### config.mk
export PLATFORM = sky130hd
export DESIGN_NAME = pcsg_ctrl
export DESIGN_NICKNAME = d
export VERILOG_FILES = /design/src/rtl/core/pcsg_pkg.sv /design/src/rtl/core/pcsg_ctrl.sv
export SDC_FILE = /design/constraint.sdc
export NUM_CORES = 1
export LEC_CHECK = 0
export BUFFER_PORTS_ARGS = -buffer_cell sky130_fd_sc_hd__buf_2
export CAP_MARGIN = 20
export CORE_MARGIN = 8
export CORE_UTILIZATION = 45
export DETAILED_ROUTE_END_ITERATION = 8
export HOLD_SLACK_MARGIN = 0.05
export PLACE_DENSITY_LB_ADDON = 0.05
export SLEW_MARGIN = 15
export SYNTH_ARGS = -nofsm -noshare
export SYNTH_HDL_FRONTEND = slang
export SYNTH_SLANG_ARGS = --single-unit
### constraint.sdc
create_clock -name clk -period 1.7 [get_ports clk]
set_input_delay 0.17 -clock clk [delete_from_list [all_inputs] [get_ports clk]]
set_output_delay 0.17 -clock clk [all_outputs]
set_load 0.05 [all_outputs]
### src/rtl/core/pcsg_pkg.sv
package pcsg_pkg;

  localparam int MAP_WIDTH  = 256;
  localparam int MAP_HEIGHT = 256;
  localparam int COL_W      = $clog2(MAP_WIDTH);
  localparam int ROW_W      = $clog2(MAP_HEIGHT);
  localparam int ADDR_W     = COL_W + ROW_W;

  localparam int WIN_W      = 9;
  localparam int POS_W      = 32;
  localparam int COST_W     = 8;
  localparam int CS_W       = 17;
  localparam int RAD_W      = 21;
  localparam int LVL_W      = 8;
  localparam int CFG_IDX_W  = 3;
  localparam int CFG_DATA_W = 32;

  localparam int RAD2_W     = RAD_W + 1;
  localparam int RADSQ_W    = 2 * RAD2_W;
  localparam int K_W        = RAD_W + 1;
  localparam int AX_W       = 23;
  localparam int SQ_W       = 2 * AX_W;
  localparam int D2_W       = SQ_W + 1;
  localparam int SQ_IN_W    = D2_W + 1;
  localparam int ROOT_W     = SQ_IN_W / 2;
  localparam int DIV_NW     = POS_W + 2;
  localparam int DIV_DW     = RAD2_W + 1;
  localparam int OFF_W      = POS_W + 4;

  localparam logic [COST_W-1:0] COST_LETHAL  = 8'd254;
  localparam logic [COST_W-1:0] COST_UNKNOWN = 8'd255;

  typedef enum logic [1:0] {
    CMD_CLEAR, CMD_STAMP, CMD_MERGE, CMD_NONE
  } cmd_t;

  typedef enum logic [1:0] {
    ST_DONE, ST_OFFMAP, ST_DISABLED, ST_OUTSIDE
  } status_t;

  typedef enum logic [CFG_IDX_W-1:0] {
    CFG_ENABLE, CFG_LETHAL, CFG_WARN, CFG_LEVEL, CFG_CELL, CFG_ORG_X, CFG_ORG_Y
  } cfg_idx_t;

  typedef enum logic [1:0] {
    DIV_X, DIV_Y, DIV_K, DIV_COST
  } div_sel_t;

  typedef enum logic [1:0] {
    RES_ZERO, RES_MASTER, RES_MERGE
  } res_kind_t;

  typedef enum logic [4:0] {
    OP_NONE, OP_LATCH, OP_INIT_BOUNDS, OP_CLR_BOUNDS, OP_SAVE_MX, OP_SAVE_MY,
    OP_SAVE_K, OP_SQ_L, OP_SQ_W, OP_BOUNDS, OP_LOAD_XY, OP_ROW_A, OP_ROW_B,
    OP_CELL_A, OP_CELL_B, OP_CELL_C, OP_SET_LETHAL, OP_SET_ZERO, OP_NUM,
    OP_SAVE_COST
  } dp_op_t;

  typedef enum logic [4:0] {
    S_INIT_LD, S_INIT_SWEEP, S_IDLE, S_DISPATCH, S_CLR_SWEEP, S_MERGE_WAIT,
    S_DIVX_WAIT, S_DIVY_WAIT, S_DIVK_WAIT, S_SQ_L, S_SQ_W, S_BOUNDS, S_CHECK,
    S_ROW_A, S_ROW_B, S_CELL_A, S_CELL_B, S_CELL_C, S_CELL_D, S_SQRT_WAIT,
    S_NUM, S_DIVC_GO, S_DIVC_WAIT, S_WRITE, S_FINISH
  } ctrl_state_t;

  typedef struct packed {
    dp_op_t    op;
    logic      div_start;
    div_sel_t  div_sel;
    logic      sqrt_start;
    logic      mem_rd;
    logic      merge_addr;
    logic      wr_zero;
    logic      wr_cost;
    logic      advance;
    logic      res_load;
    status_t   res_status;
    res_kind_t res_kind;
  } dp_cmd_t;

  typedef struct packed {
    logic enabled;
    cmd_t cmd;
    logic win_ok;
    logic merge_in;
    logic off_x;
    logic off_y;
    logic q_big;
    logic div_done;
    logic sqrt_done;
    logic box_empty;
    logic lethal;
    logic ring;
    logic row_end;
    logic last;
    logic out_free;
  } dp_stat_t;

endpackage

### src/rtl/core/pcsg_ctrl.sv
module pcsg_ctrl (
  input  logic               clk,
  input  logic               rst_n,
  input  logic               in_valid,
  output logic               in_ready,
  input  pcsg_pkg::dp_stat_t stat,
  output pcsg_pkg::dp_cmd_t  cmd
);
  import pcsg_pkg::*;

  ctrl_state_t state_r, state_nxt;
  status_t     res_status_r, res_status_nxt;
  res_kind_t   res_kind_r, res_kind_nxt;

  always_ff @(posedge clk) begin
    if (!rst_n) begin
      state_r      <= S_INIT_LD;
      res_status_r <= ST_DONE;
      res_kind_r   <= RES_ZERO;
    end else begin
      state_r      <= state_nxt;
      res_status_r <= res_status_nxt;
      res_kind_r   <= res_kind_nxt;
    end
  end

  always_comb begin
    state_nxt      = state_r;
    res_status_nxt = res_status_r;
    res_kind_nxt   = res_kind_r;
    in_ready       = 1'b0;
    cmd            = '0;
    cmd.op         = OP_NONE;
    cmd.div_sel    = DIV_X;
    cmd.res_status = res_status_r;
    cmd.res_kind   = res_kind_r;

    unique case (state_r)
      S_INIT_LD: begin
        cmd.op    = OP_INIT_BOUNDS;
        state_nxt = S_INIT_SWEEP;
      end
      S_INIT_SWEEP: begin
        cmd.wr_zero = 1'b1;
        cmd.advance = 1'b1;
        if (stat.last) state_nxt = S_IDLE;
      end
      S_IDLE: begin
        in_ready = 1'b1;
        if (in_valid) begin
          cmd.op    = OP_LATCH;
          state_nxt = S_DISPATCH;
        end
      end
      S_DISPATCH: begin
        res_status_nxt = ST_DONE;
        res_kind_nxt   = RES_ZERO;
        if (!stat.enabled) begin
          res_status_nxt = ST_DISABLED;
          state_nxt      = S_FINISH;
        end else begin
          unique case (stat.cmd)
            CMD_CLEAR: begin
              if (stat.win_ok) begin
                cmd.op    = OP_CLR_BOUNDS;
                state_nxt = S_CLR_SWEEP;
              end else begin
                state_nxt = S_FINISH;
              end
            end
            CMD_STAMP: begin
              if (stat.off_x) begin
                res_status_nxt = ST_OFFMAP;
                state_nxt      = S_FINISH;
              end else begin
                cmd.div_start = 1'b1;
                cmd.div_sel   = DIV_X;
                state_nxt     = S_DIVX_WAIT;
              end
            end
            CMD_MERGE: begin
              if (stat.merge_in) begin
                cmd.merge_addr = 1'b1;
                cmd.mem_rd     = 1'b1;
                state_nxt      = S_MERGE_WAIT;
              end else begin
                res_status_nxt = ST_OUTSIDE;
                res_kind_nxt   = RES_MASTER;
                state_nxt      = S_FINISH;
              end
            end
            default: state_nxt = S_FINISH;
          endcase
        end
      end
      S_CLR_SWEEP: begin
        cmd.wr_zero = 1'b1;
        cmd.advance = 1'b1;
        if (stat.last) state_nxt = S_FINISH;
      end
      S_MERGE_WAIT: begin
        res_kind_nxt = RES_MERGE;
        state_nxt    = S_FINISH;
      end
      S_DIVX_WAIT: begin
        if (stat.div_done) begin
          if (stat.q_big || stat.off_y) begin
            res_status_nxt = ST_OFFMAP;
            state_nxt      = S_FINISH;
          end else begin
            cmd.op        = OP_SAVE_MX;
            cmd.div_start = 1'b1;
            cmd.div_sel   = DIV_Y;
            state_nxt     = S_DIVY_WAIT;
          end
        end
      end
      S_DIVY_WAIT: begin
        cmd.div_sel = DIV_Y;
        if (stat.div_done) begin
          if (stat.q_big) begin
            res_status_nxt = ST_OFFMAP;
            state_nxt      = S_FINISH;
          end else begin
            cmd.op        = OP_SAVE_MY;
            cmd.div_start = 1'b1;
            cmd.div_sel   = DIV_K;
            state_nxt     = S_DIVK_WAIT;
          end
        end
      end
      S_DIVK_WAIT: begin
        if (stat.div_done) begin
          cmd.op    = OP_SAVE_K;
          state_nxt = S_SQ_L;
        end
      end
      S_SQ_L: begin
        cmd.op    = OP_SQ_L;
        state_nxt = S_SQ_W;
      end
      S_SQ_W: begin
        cmd.op    = OP_SQ_W;
        state_nxt = S_BOUNDS;
      end
      S_BOUNDS: begin
        cmd.op    = OP_BOUNDS;
        state_nxt = S_CHECK;
      end
      S_CHECK: begin
        cmd.op    = OP_LOAD_XY;
        state_nxt = stat.box_empty ? S_FINISH : S_ROW_A;
      end
      S_ROW_A: begin
        cmd.op    = OP_ROW_A;
        state_nxt = S_ROW_B;
      end
      S_ROW_B: begin
        cmd.op    = OP_ROW_B;
        state_nxt = S_CELL_A;
      end
      S_CELL_A: begin
        cmd.op     = OP_CELL_A;
        cmd.mem_rd = 1'b1;
        state_nxt  = S_CELL_B;
      end
      S_CELL_B: begin
        cmd.op    = OP_CELL_B;
        state_nxt = S_CELL_C;
      end
      S_CELL_C: begin
        cmd.op    = OP_CELL_C;
        state_nxt = S_CELL_D;
      end
      S_CELL_D: begin
        if (stat.lethal) begin
          cmd.op    = OP_SET_LETHAL;
          state_nxt = S_WRITE;
        end else if (stat.ring) begin
          cmd.sqrt_start = 1'b1;
          state_nxt      = S_SQRT_WAIT;
        end else begin
          cmd.op    = OP_SET_ZERO;
          state_nxt = S_WRITE;
        end
      end
      S_SQRT_WAIT: begin
        if (stat.sqrt_done) state_nxt = S_NUM;
      end
      S_NUM: begin
        cmd.op    = OP_NUM;
        state_nxt = S_DIVC_GO;
      end
      S_DIVC_GO: begin
        cmd.div_start = 1'b1;
        cmd.div_sel   = DIV_COST;
        state_nxt     = S_DIVC_WAIT;
      end
      S_DIVC_WAIT: begin
        cmd.div_sel = DIV_COST;
        if (stat.div_done) begin
          cmd.op    = OP_SAVE_COST;
          state_nxt = S_WRITE;
        end
      end
      S_WRITE: begin
        cmd.wr_cost = 1'b1;
        cmd.advance = 1'b1;
        if (stat.last) state_nxt = S_FINISH;
        else if (stat.row_end) state_nxt = S_ROW_A;
        else state_nxt = S_CELL_A;
      end
      S_FINISH: begin
        if (stat.out_free) begin
          cmd.res_load = 1'b1;
          state_nxt    = S_IDLE;
        end
      end
      default: state_nxt = S_IDLE;
    endcase
  end

endmodule

==> results.md, run 1 <==
- Initial core utilization: 0.4705
- Post-Syn Area per Cell: 6.734 um^2
- Async SR Flop Fraction: 0
- CTS Root Cell: clkbuf_4
- Yosys reg bits: 9
- Worst endpoint type: primary output
- Status: aborted with a tool error
- Synthesis warning total: 0
- Sequential area share after synthesis: 0.1401
- Max H-tree Level: 1
- Post-synth top area cell: dfxtp_1
- Clock Sinks: 9
- Halt Reason: [ERROR DPL-0038] Utilization greater than 100%, impossible to legalize
- IO Count: 39
- Worst endpoint, post-GRT repair: cmd[14]
- Syn nets: 214
- Total CTS buffers: 3
- Dominant cells by area after synthesis: dfxtp_1, nand2_1, nor2_1
- Largest net degree at the start of global routing: 14
- Primary FF master, synth: dfxtp_1
- Synth top area share: 0.1401
- Post-Syn Area: 1286 um^2
- Post-synth cell types: 54
- Cells after Synth: 191
- IO Port Bufs: 38
- Stop stage: global routing (5_1_grt)
- Die Wd: 69.47 um
- FP Rows: 19
- GP Congestion: 0.9332
- Worst-case clock buffer depth: 2
- EDFF count, synth: 0
- DP Wirelength: 4.228 mm
- Die Y: 69.47 um
==> per-stage QoR <==
| step | worst slack, ps | instances | hold WS [ps] | area (um^2) | utilization |
|---|---|---|---|---|---|
| after detailed placement | -265.2 | 297 | 461.0 | 1993 | 0.7291 |
| after CTS | -159.6 | 310 | 197.4 | 2318 | 0.8481 |
| after floorplan | -213.2 | 191 | 299.0 | 1531 | - |
| after global placement | -280.7 | 297 | 435.9 | 1993 | 0.7291 |
==> kinds of logic after synthesis <==
group | Yosys count | share of synthesized area
buffers and inverters | 24 | 0.08657
xor gates and xnor gates | 2 | 0.01362
adders and majority gates | 4 | 0.03891
and+or+nand+nor | 93 | 0.3930
muxes | 1 | 0.007782
AOI/OAI and AO/OA | 58 | 0.3201
DFF | 9 | 0.1401
==> timing repair <==
action | in CTS
buffers inserted | 9
hold buffers | 0
setup endpoints to repair | 22
pin swaps | 10
gates cloned | 0
resized for setup | 69
==> synthesized netlist by cell type (all sizes together), types with 4 or more instances <==
cell / instances
nand2: 20
nor2: 19
a21oi: 14
nand3: 11
dfxtp: 9
inv: 9
nand2b: 9
clkbuf: 8
o21ai: 8
buf: 7
nor2b: 6
nor3: 5
ha: 4
==> inputs of run 2 (changes only) <==
- CORE_UTILIZATION: 45 -> 30
- HOLD_SLACK_MARGIN: 0.05 -> default
- PLACE_DENSITY_LB_ADDON: 0.05 -> 0.15
- clock period: 1.7 -> 2.2 ns (I/O delays scaled with it)
==> run 2 against run 1 <==
The flow now finishes without violations. Synthesized cell count is the same. Area after synthesis is the same.
==> results.md, run 2 <==
- Status: completed (was aborted with a tool error)
- Vias: 1,594
- Fmax: 0.4793 GHz
- Diodes inserted: 0
- Combinational share of power: 0.744
- Proportion of layout cells with a drive suffix above 1: 0.3235
- Worst Path Required: 1980 ps
- Worst Setup End Kind: output port
- Post-Syn Area: 1286 um^2 (unchanged)
- Fin nets: 262
- VDD IR max: 450.1 uV
- Post-Syn Area per Cell: 6.734 um^2 (unchanged)
- Synthesis warning total: 0 (unchanged)
- Yosys reg bits: 9 (unchanged)
- Register Area: 181.4 um^2
- Layout fillers: 488
- Worst min-delay path class: in2reg
- Iter 0 DRT Violations: 111
- CTS tree: built
- Post-synth top area cell: dfxtp_1 (unchanged)
- Clock Skews: 3.205 ps
- First-pass GRT wire length: 7.576 mm
- Pwr/cell area: 980.6 nW/um^2
- Leak: 0.7138 nW
- Cells after Synth: 191 (unchanged)
- Final hold violation count: 0
- Die area: 6639 um^2
- Layout Area Growth over Synthesis: 32.20%
- Clock transition at path regs: 40 ps
- Ordered list of cells on the worst path: buf_4 > nand2_1 > nor3_1 > nand2_1 > o221ai_1 > a21boi_2 > buf_2
- Most numerous cell in the Yosys netlist: nand2_1 (unchanged)
- RSZ-0062 raised after global routing: no
- Max_slew headroom: 0.6600
- Internal Power: 0.0007572 W
- Most frequent cells in the layout: buf_2, nand2_1, buf_4, nor2_1, a21oi_1
- Die Wd: 81.48 um (was 69.47 um)
- Final slew viol count: 0
- Period utilization: 0.9483
- Initial core utilization: 0.3038 (was 0.4705)
- Sequential area share after synthesis: 0.1401 (unchanged)
- Max-cap violation count: 0
- Least-Margin Pin Slew: 497.2 ps
- P_sw: 0.0009101 W
- Drt pass-1 iters: 4
- Hold WS: 299.6 ps
- Placeable Area: 4234 um^2
- Post-route cell area: 1700 um^2
- GRT Resource Usage Total: 0.1433
- Async SR Flop Fraction: 0 (unchanged)
- Clock Power Share: 0.111
- Post-CTS Setup Repair Bufs: 0 (was 9)
- Crit path time final: 2086 ps
- Area after DPL: 1644 um^2 (was 1993 um^2)
- Die Y: 81.48 um (was 69.47 um)
- Max FFs per register: 5
- Clock Sinks: 9 (unchanged)
- GP Congestion: 0.8517 (was 0.9332)
- DP Wirelength: 3.837 mm (was 4.228 mm)
- Setup violators final: 0
- Synth top area share: 0.1401 (unchanged)
- Critical path data arrival time: 1870 ps
- Most common cell on crit path: nand2_1
- Initial antenna violation count: 0
- Max H-tree Level: 1 (unchanged)
- EDFF count, synth: 0 (unchanged)
- Syn nets: 214 (unchanged)
- Setup crit start kind: register
- Placed cells: 286 (was 297)
- CP Class: reg2out
- Number of vias per cell: 5.497
- Worst-case clock buffer depth: 2 (unchanged)
- IO Count: 39 (unchanged)
- Vias in the first global route: 1,559
- Final WL: 4.706 mm
- Worst-path fanout max: 8
- Seq pwr share: 0.145
- Reg with most FFs: state_r
- Area of the multi-input gates: 1030 um^2
- Post-route ant nets: 0
- FP Rows: 24 (was 19)
- DRC: 0
- Slowest cell delay on critical path: 450 ps
- Final Core Density: 0.4016
- Worst skew pair latency: 230 ps
- Post-synth cell types: 54 (unchanged)
- Total CTS buffers: 3 (unchanged)
- Largest net degree at the start of global routing: 24
- Switching share of power: 0.5459
- Final std cells w/o fill: 290
- Slowest CP cell: dfxtp_1
- IO Port Bufs: 38 (unchanged)
- Dominant cells by area after synthesis: dfxtp_1, nand2_1, nor2_1 (unchanged)
- GRT Residual Overflow: 0
- Commonest non-fill, non-tap cell in the layout: buf_2
- Biggest regs: state_r (5), res_kind_r (2), res_status_r (2)
- WL/cell: 16.23 um
- Primary FF master, synth: dfxtp_1 (unchanged)
- CTS Root Cell: clkbuf_8 (was clkbuf_4)
- Most common library cells after synthesis: nand2_1, nor2_1, a21oi_1, nand3_1 (unchanged)
==> run 2: cell counts after synthesis <==
Identical to the previous run, type by type.
==> run 2: per-stage QoR <==
step	power (W)	setup slack [ps]	setup TNS, ps
finish	0.001667	113.7	0
global route	0.001795	18.85	0
CTS	0.001660	6.281	0
detailed placement	0.001469	193.1	0
global placement	0.001487	204.0	0
floorplan	0.001161	-171.2	-296.6
==> run 2: what timing repair did <==
item | 4_1_cts | 5_1_grt
gates resized for setup | 0 | 6
hold buffers | 0 | 0
setup endpoints to repair | 0 | 7
==> run 2: kinds of logic (layout without fill, tap and decap cells) <==
kind of cell / after synthesis / count (layout) / share of synthesized area
multiplexers: 1 / 1 / 0.007782
AND/OR/NAND/NOR: 93 / 93 / 0.3930
XOR/XNOR: 2 / 2 / 0.01362
flip-flops: 9 / 9 / 0.1401
AO/OA/AOI/OAI: 58 / 58 / 0.3201
adder cells (fa/ha/maj): 4 / 4 / 0.03891
buffers and inverters: 24 / 71 / 0.08657
==> run 2: final timing paths <==
path                                 endpoint  depth (start not counted)           from  slack (ps)
worst min register to register  res_kind_r[0]                          2  res_kind_r[0]         450
worst max-delay path                  cmd[11]                          7     state_r[2]         110
worst max register to register     state_r[3]                          6     state_r[2]         250
worst min-delay path            res_kind_r[0]                          3          rst_n         300
==> run 2: routing by layer <==
metal / GRT usage / share of wire / up-vias / routed length (um)
met1: 0.1884 / 0.44 / 733 / 2081
met5: 0 / 0 / - / 0
met4: 0.03214 / 0.0074 / 0 / 35
li1: - / - / 803 / -
met2: 0.2363 / 0.49 / 54 / 2301
met3: 0.02626 / 0.061 / 4 / 288
==> run 2: power groups by stage <==
stage	Clock, W	Combinational, W	Sequential (W)
4_1_cts	0.000188	0.00123	0.000239
5_1_grt	0.000200	0.00135	0.000246
3_5_place_dp	0	0.00123	0.000242
6_report	0.000186	0.00124	0.000241
2_1_floorplan	0	0.000925	0.000236
3_3_place_gp	0	0.00125	0.000241
==> run 2: cell type report <==
class	instances	area share
timing repair buffer	58	0.2031
tap	52	0.03826
multi-input combinational	158	0.6056
sequential	9	0.1067
inverter	9	0.01987
clock buffer	4	0.02649
==> run 2: critical path, delay by kind of cell (launching register included) <==
| family | cells | cell delay, ps |
|---|---|---|
| buffers and inverters | 2 | 470 |
| flip-flops | 1 | 450 |
| AO/OA/AOI/OAI | 2 | 330 |
| AND/OR/NAND/NOR | 3 | 370 |
Note: power is estimated with default switching activity, not from simulation.
==> inputs of run 3 (changes only) <==
- CELL_PAD_IN_SITES_DETAIL_PLACEMENT: default -> 0
- CELL_PAD_IN_SITES_GLOBAL_PLACEMENT: default -> 1
==> run 3 against run 2 <==
Largest cell class unchanged. Via count rose by 3.5%. Sequential cell count unchanged. Setup slack got worse by 19 ps. Maximum frequency is 0.92% lower. Sequential power grew 21%. Highest routed layer unchanged.
==> results.md, run 3 (synthesis results as in run 2) <==
- Die Y: 81.48 um (unchanged)
- Worst setup margin: 94.28 ps (was 113.7 ps)
- Register Area: 185.2 um^2 (was 181.4 um^2)
- Worst Setup End Kind: output port (unchanged)
- IO Port Bufs: 38 (unchanged)
- Layout Area Growth over Synthesis: 33.27% (was 32.20%)
- Least-Margin Pin Slew: 452.2 ps (was 497.2 ps)
- Metal2 WL: 2.438 mm (was 2.301 mm)
- DRC: 0 (unchanged)
- Worst min-delay path class: in2reg (unchanged)
- Worst-case clock buffer depth: 2 (unchanged)
- Vias: 1,650 (was 1,594)
- Final slew viol count: 0 (unchanged)
- Highest routed layer: met4 (unchanged)
- Period utilization: 0.9571 (was 0.9483)
- Clock transition at path regs: 40 ps (about the same)
- Largest net degree at the start of global routing: 19 (was 24)
- Placeable Area: 4234 um^2 (unchanged)
- GRT Residual Overflow: 0 (unchanged)
- FP Rows: 24 (unchanged)
- Critical path data arrival time: 1890 ps (was 1870 ps)
- Initial core utilization: 0.3038 (unchanged)
- Leak: 0.7207 nW (was 0.7138 nW)
- Max_slew headroom: 0.6908 (was 0.6600)
- Setup crit start: state_r[0] (was state_r[2])
- Total CTS buffers: 3 (unchanged)
- Worst-path fanout max: 7 (was 8)
- Initial antenna violation count: 0 (unchanged)
- Final hold violation count: 0 (unchanged)
- DP Wirelength: 4.101 mm (was 3.837 mm)
- Post-route ant nets: 0 (unchanged)
- M1 WL: 2.221 mm (was 2.081 mm)
- Most frequent cells in the layout: buf_2, buf_4, nand2_1, nor2_1, a21oi_1 (was buf_2, nand2_1, buf_4, nor2_1, a21oi_1)
- Diodes inserted: 0 (unchanged)
- Area of the multi-input gates: 1030 um^2 (unchanged)
- Worst skew pair latency: 230 ps (about the same)
- Placed cells: 287 (was 286)
- Hold WS: 274.6 ps (was 299.6 ps)
- Final std cells w/o fill: 291 (was 290)
- Fmax: 0.4749 GHz (was 0.4793 GHz)
- Max-cap violation count: 0 (unchanged)
- GRT Resource Usage Total: 0.1521 (was 0.1433)
- Die area: 6639 um^2 (unchanged)
- Vias in the first global route: 1,562 (was 1,559)
- Drt pass-1 iters: 4 (unchanged)
- Fin nets: 263 (was 262)
- RR Startpoint: state_r[1] (was state_r[2])
- Number of vias per cell: 5.670 (was 5.497)
- Post-cts sizing count: 7 (was 0)
- Max FFs per register: 5 (unchanged)
- Layout fillers: 464 (was 488)
- Hold path start: rst_n (unchanged)
- Die Wd: 81.48 um (unchanged)
- WL met3: 299 um (was 288 um)
- Biggest regs: state_r (5), res_kind_r (2), res_status_r (2) (unchanged)
- Reg with most FFs: state_r (unchanged)
- Setup violators final: 0 (unchanged)
- Pwr/cell area: 1001 nW/um^2 (was 980.6 nW/um^2)
- VDD IR max: 445.7 uV (was 450.1 uV)
- Reg2reg setup slack: 270 ps (was 250 ps)
- CTS tree: built (unchanged)
- CP Class: reg2out (unchanged)
- Crit path time final: 2106 ps (was 2086 ps)
- Clock Skews: 1.247 ps (was 3.205 ps)
- Power Total: 0.001716 W (was 0.001667 W)
- Pre-CTS setup slack: 124.1 ps (was 193.1 ps)
- Max H-tree Level: 1 (unchanged)
- RSZ-0062 raised after global routing: no (unchanged)
- Worst Path Required: 1980 ps (about the same)
- Clock Sinks: 9 (unchanged)
- GP Congestion: 0.8438 (was 0.8517)
- Post-CTS Setup Repair Bufs: 0 (unchanged)
- Status: completed (unchanged)
- Commonest non-fill, non-tap cell in the layout: buf_2 (unchanged)
- Proportion of layout cells with a drive suffix above 1: 0.3389 (was 0.3235)
- IO Count: 39 (unchanged)
- Setup crit start kind: register (unchanged)
- Final WL: 5.027 mm (was 4.706 mm)
- Cts hold-fix bufs: 0 (unchanged)
- WL/cell: 17.27 um (was 16.23 um)
- First-pass GRT wire length: 8.031 mm (was 7.576 mm)
- CTS Root Cell: clkbuf_8 (unchanged)
- Iter 0 DRT Violations: 136 (was 111)
run 3: changes by cell type in the layout (fill, tap and decap cells not counted):
cell	previous run	this run
buf_2	36	35
clkbuf_4	2	0
dfxtp_1	8	5
dfxtp_2	1	4
buf_4	20	24
and2_1	2	1
and2_0	0	1
run 3: where the power goes:
group          switching [W]  internal (W)
sequential         0.0000907      0.000201
clock              0.0000646      0.000126
combinational       0.000788      0.000445
run 3: path summary, 6_finish.rpt:
kind,to,depth (start not counted)
min reg2reg,res_kind_r[0],2
max reg2reg,state_r[0],5
min,res_kind_r[0],3
max,cmd[14],5
run 3: final cells by class:
cell class	instances	share of cell area
clock buffer	4	0.02628
inverter	9	0.01971
multi-input combinational	158	0.6007
sequential	9	0.1080
tap	52	0.03796
timing repair buffer	59	0.2073
run 3: critical path, cell delays in order, from the launching register on:
cell and delay (ps):
dfxtp_2 430, or3b_1 460, nor2_2 180, nand4_1 210, o211ai_1 150, buf_4 230
run 3: metrics by stage:
stage	instance area [um^2]	util	TNS (ps)
3_3_place_gp	1652	0.3901	0
5_1_grt	1714	0.4048	0
2_1_floorplan	1320	-	-296.6
4_1_cts	1710	0.4040	0
3_5_place_dp	1652	0.3901	0
6_report	1714	0.4048	0
run 3: routing by layer:
metal	global-route usage	vias up
met4	0.04464	0
met1	0.2050	780
met3	0.02516	9
li1	-	805
met5	0	-
met2	0.2418	56
==> inputs of run 4 (changes only) <==
- clock period: 2.2 -> 2.6 ns (I/O delays scaled with it)
==> run 4 against run 3 <==
Non-clock buffer count decreased by 12. Power decreased by 20%. Combinational power shrank 21%. Worst hold slack improved by 58 ps. Sequential share of layout area increased by 0.49 points. Setup slack gained 160 ps. First-iteration DRC count grew 29%. Sequential cell count is the same. Critical path depth rose by 1. Sequential power decreased by 22%.
==> results.md, run 4 (synthesis results as in run 2) <==
- Pwr/cell area: 855.4 nW/um^2 (was 1001 nW/um^2)
- Status: completed (unchanged)
- Ordered list of cells on the worst path: inv_2 > nor3_1 > a21oi_1 > o32a_1 > o211ai_1 > buf_2 (was or3b_1 > nor2_2 > nand4_1 > o211ai_1 > buf_4)
- Worst Setup End Kind: output port (unchanged)
- Hold Path Sink: state_r[1] (was res_kind_r[0])
- Hold path start: rst_n (unchanged)
- Post-route cell area: 1595 um^2 (was 1714 um^2)
- Most frequent cells in the layout: buf_2, nand2_1, nor2_1, a21oi_1, nand3_1 (was buf_2, buf_4, nand2_1, nor2_1, a21oi_1)
- Layout Area Growth over Synthesis: 24.03% (was 33.27%)
- Initial core utilization: 0.3038 (unchanged)
- DP Wirelength: 3.812 mm (was 4.101 mm)
- RSZ-0062 raised after global routing: no (unchanged)
- Post-CTS Setup Repair Bufs: 0 (unchanged)
- Vias in the first global route: 1,522 (was 1,562)
- Critical path data arrival time: 2080 ps (was 1890 ps)
- IO Port Bufs: 38 (unchanged)
- GRT Resource Usage Total: 0.1439 (was 0.1521)
- Final hold violation count: 0 (unchanged)
- Number of vias per cell: 5.703 (was 5.670)
- Setup crit start kind: register (unchanged)
- Total CTS buffers: 3 (unchanged)
- Area of the multi-input gates: 1013 um^2 (was 1030 um^2)
- Least-Margin Pin Slew: 646.6 ps (was 452.2 ps)
- IO Count: 39 (unchanged)
- Buffers & Inverters on Critical Path: 2 (was 1)
- Worst-case clock buffer depth: 2 (unchanged)
- Fin nets: 251 (was 263)
- Die area: 6639 um^2 (unchanged)
- Setup violators final: 0 (unchanged)
- GP Congestion: 0.8880 (was 0.8438)
- Crit path time final: 2345 ps
- Clock Skews: 1.527 ps (was 1.247 ps)
- Cts hold-fix bufs: 0 (unchanged)
- Final WL: 4.755 mm (was 5.027 mm)
- Worst min-delay path class: in2reg (unchanged)
- Initial antenna violation count: 0 (unchanged)
- Reg with most FFs: state_r (unchanged)
- Slowest CP cell: dfxtp_1 (was or3b_1)
- RR Startpoint: state_r[4] (was state_r[1])
- Post-cts sizing count: 0 (was 7)
- Commonest non-fill, non-tap cell in the layout: buf_2 (unchanged)
- Max-cap violation count: 0 (unchanged)
- DRC: 0 (unchanged)
- Clock transition at path regs: 50 ps (was 40 ps)
- Proportion of layout cells with a drive suffix above 1: 0.2687 (was 0.3389)
- Worst skew pair latency: 230 ps (about the same)
- Drt pass-1 iters: 4 (unchanged)
- Placeable Area: 4234 um^2 (unchanged)
- WL/cell: 17.04 um (was 17.27 um)
- Register Area: 180.2 um^2 (was 185.2 um^2)
- Worst Path Required: 2340 ps (was 1980 ps)
- Worst-path fanout max: 19 (was 7)
- Post-route ant nets: 0 (unchanged)
- Final slew viol count: 0 (unchanged)
- Worst r2r dst: state_r[0] (unchanged)
- Slowest cell delay on critical path: 730 ps (was 460 ps)
- GRT Residual Overflow: 0 (unchanged)
- Clock Sinks: 9 (unchanged)
- Fmax: 0.4264 GHz
- Die Wd: 81.48 um (unchanged)
- CP Class: reg2out (unchanged)
- Iter 0 DRT Violations: 175 (was 136)
- Worst r2r path cells: 5 (unchanged)
- FP Rows: 24 (unchanged)
- Reg2reg setup slack: 460 ps (was 270 ps)
- Diodes inserted: 0 (unchanged)
- Layout fillers: 462 (was 464)
- Max FFs per register: 5 (unchanged)
- Hold Crit Depth: 3 (unchanged)
- Die Y: 81.48 um (unchanged)
- Biggest regs: state_r (5), res_kind_r (2), res_status_r (2) (unchanged)
- Max H-tree Level: 1 (unchanged)
- Delay-heaviest family, CP: flip-flops (was simple AND/OR/NAND/NOR gates)
- CTS Root Cell: clkbuf_8 (unchanged)
- Setup TNS: 0 ps (unchanged)
- CTS tree: built (unchanged)
- Vias: 1,591 (was 1,650)
- Period utilization: 0.9019
- Leak: 0.6590 nW (was 0.7207 nW)
- Max_slew headroom: 0.5683 (was 0.6908)
- VDD IR max: 324.9 uV (was 445.7 uV)
- Largest net degree at the start of global routing: 20 (was 19)
- First-pass GRT wire length: 7.665 mm (was 8.031 mm)
- Area after DPL: 1550 um^2 (was 1652 um^2)
run 4: worst max path at each step:
stage	startpoint	depth (start not counted)	end	slack, ps
final	state_r[4]	6	cmd[14]	260
after global routing	state_r[4]	6	cmd[14]	30
after CTS	state_r[4]	6	cmd[14]	260
after detailed placement	state_r[4]	6	state_r[0]	510
after global placement	state_r[1]	6	cmd[14]	510
after floorplan	state_r[3]	4	cmd[5]	190
run 4: through the flow:
| step | total power [W] | util | hold slack [ps] | worst slack [ps] | std cells |
|---|---|---|---|---|---|
| 2_1_floorplan | 0.0009721 | - | 389.0 | 188.8 | 191 |
| 3_3_place_gp | 0.001200 | 0.3661 | 439.9 | 507.3 | 275 |
| 3_5_place_dp | 0.001193 | 0.3661 | 447.4 | 509.3 | 275 |
| 4_1_cts | 0.001365 | 0.3768 | 324.6 | 256.1 | 279 |
| 5_1_grt | 0.001465 | 0.3768 | 340.0 | 28.57 | 279 |
| 6_report | 0.001365 | 0.3768 | 332.9 | 255.1 | 279 |
run 4: metal layers:
layer | vias up | track usage | routed length [um]
li1 | 787 | - | -
met1 | 740 | 0.1931 | 2210
met2 | 58 | 0.2267 | 2195
met3 | 6 | 0.02188 | 291
met4 | 0 | 0.05179 | 57
met5 | - | 0 | 0
run 4: power breakdown:
group	leakage, nW	switching, W	total [W]	internal, W
Clock	0.0228	0.0000580	0.000165	0.000107
Sequential	0.0733	0.0000610	0.000227	0.000166
Combinational	0.563	0.000653	0.000973	0.000319
Total	0.659	0.000772	0.00136	0.000592
run 4: layout make-up:
class	count	share of cell area
sequential	9	0.1129
tap	52	0.04078
timing repair buffer	47	0.1616
multi-input combinational	158	0.6353
inverter	9	0.02118
clock buffer	4	0.02824
run 4: worst reg2reg max path, delay by kind of cell, from the launching register on:
family	cells	cell delay [ps]
compound gates	2	520
flops	1	730
simple gates	3	770
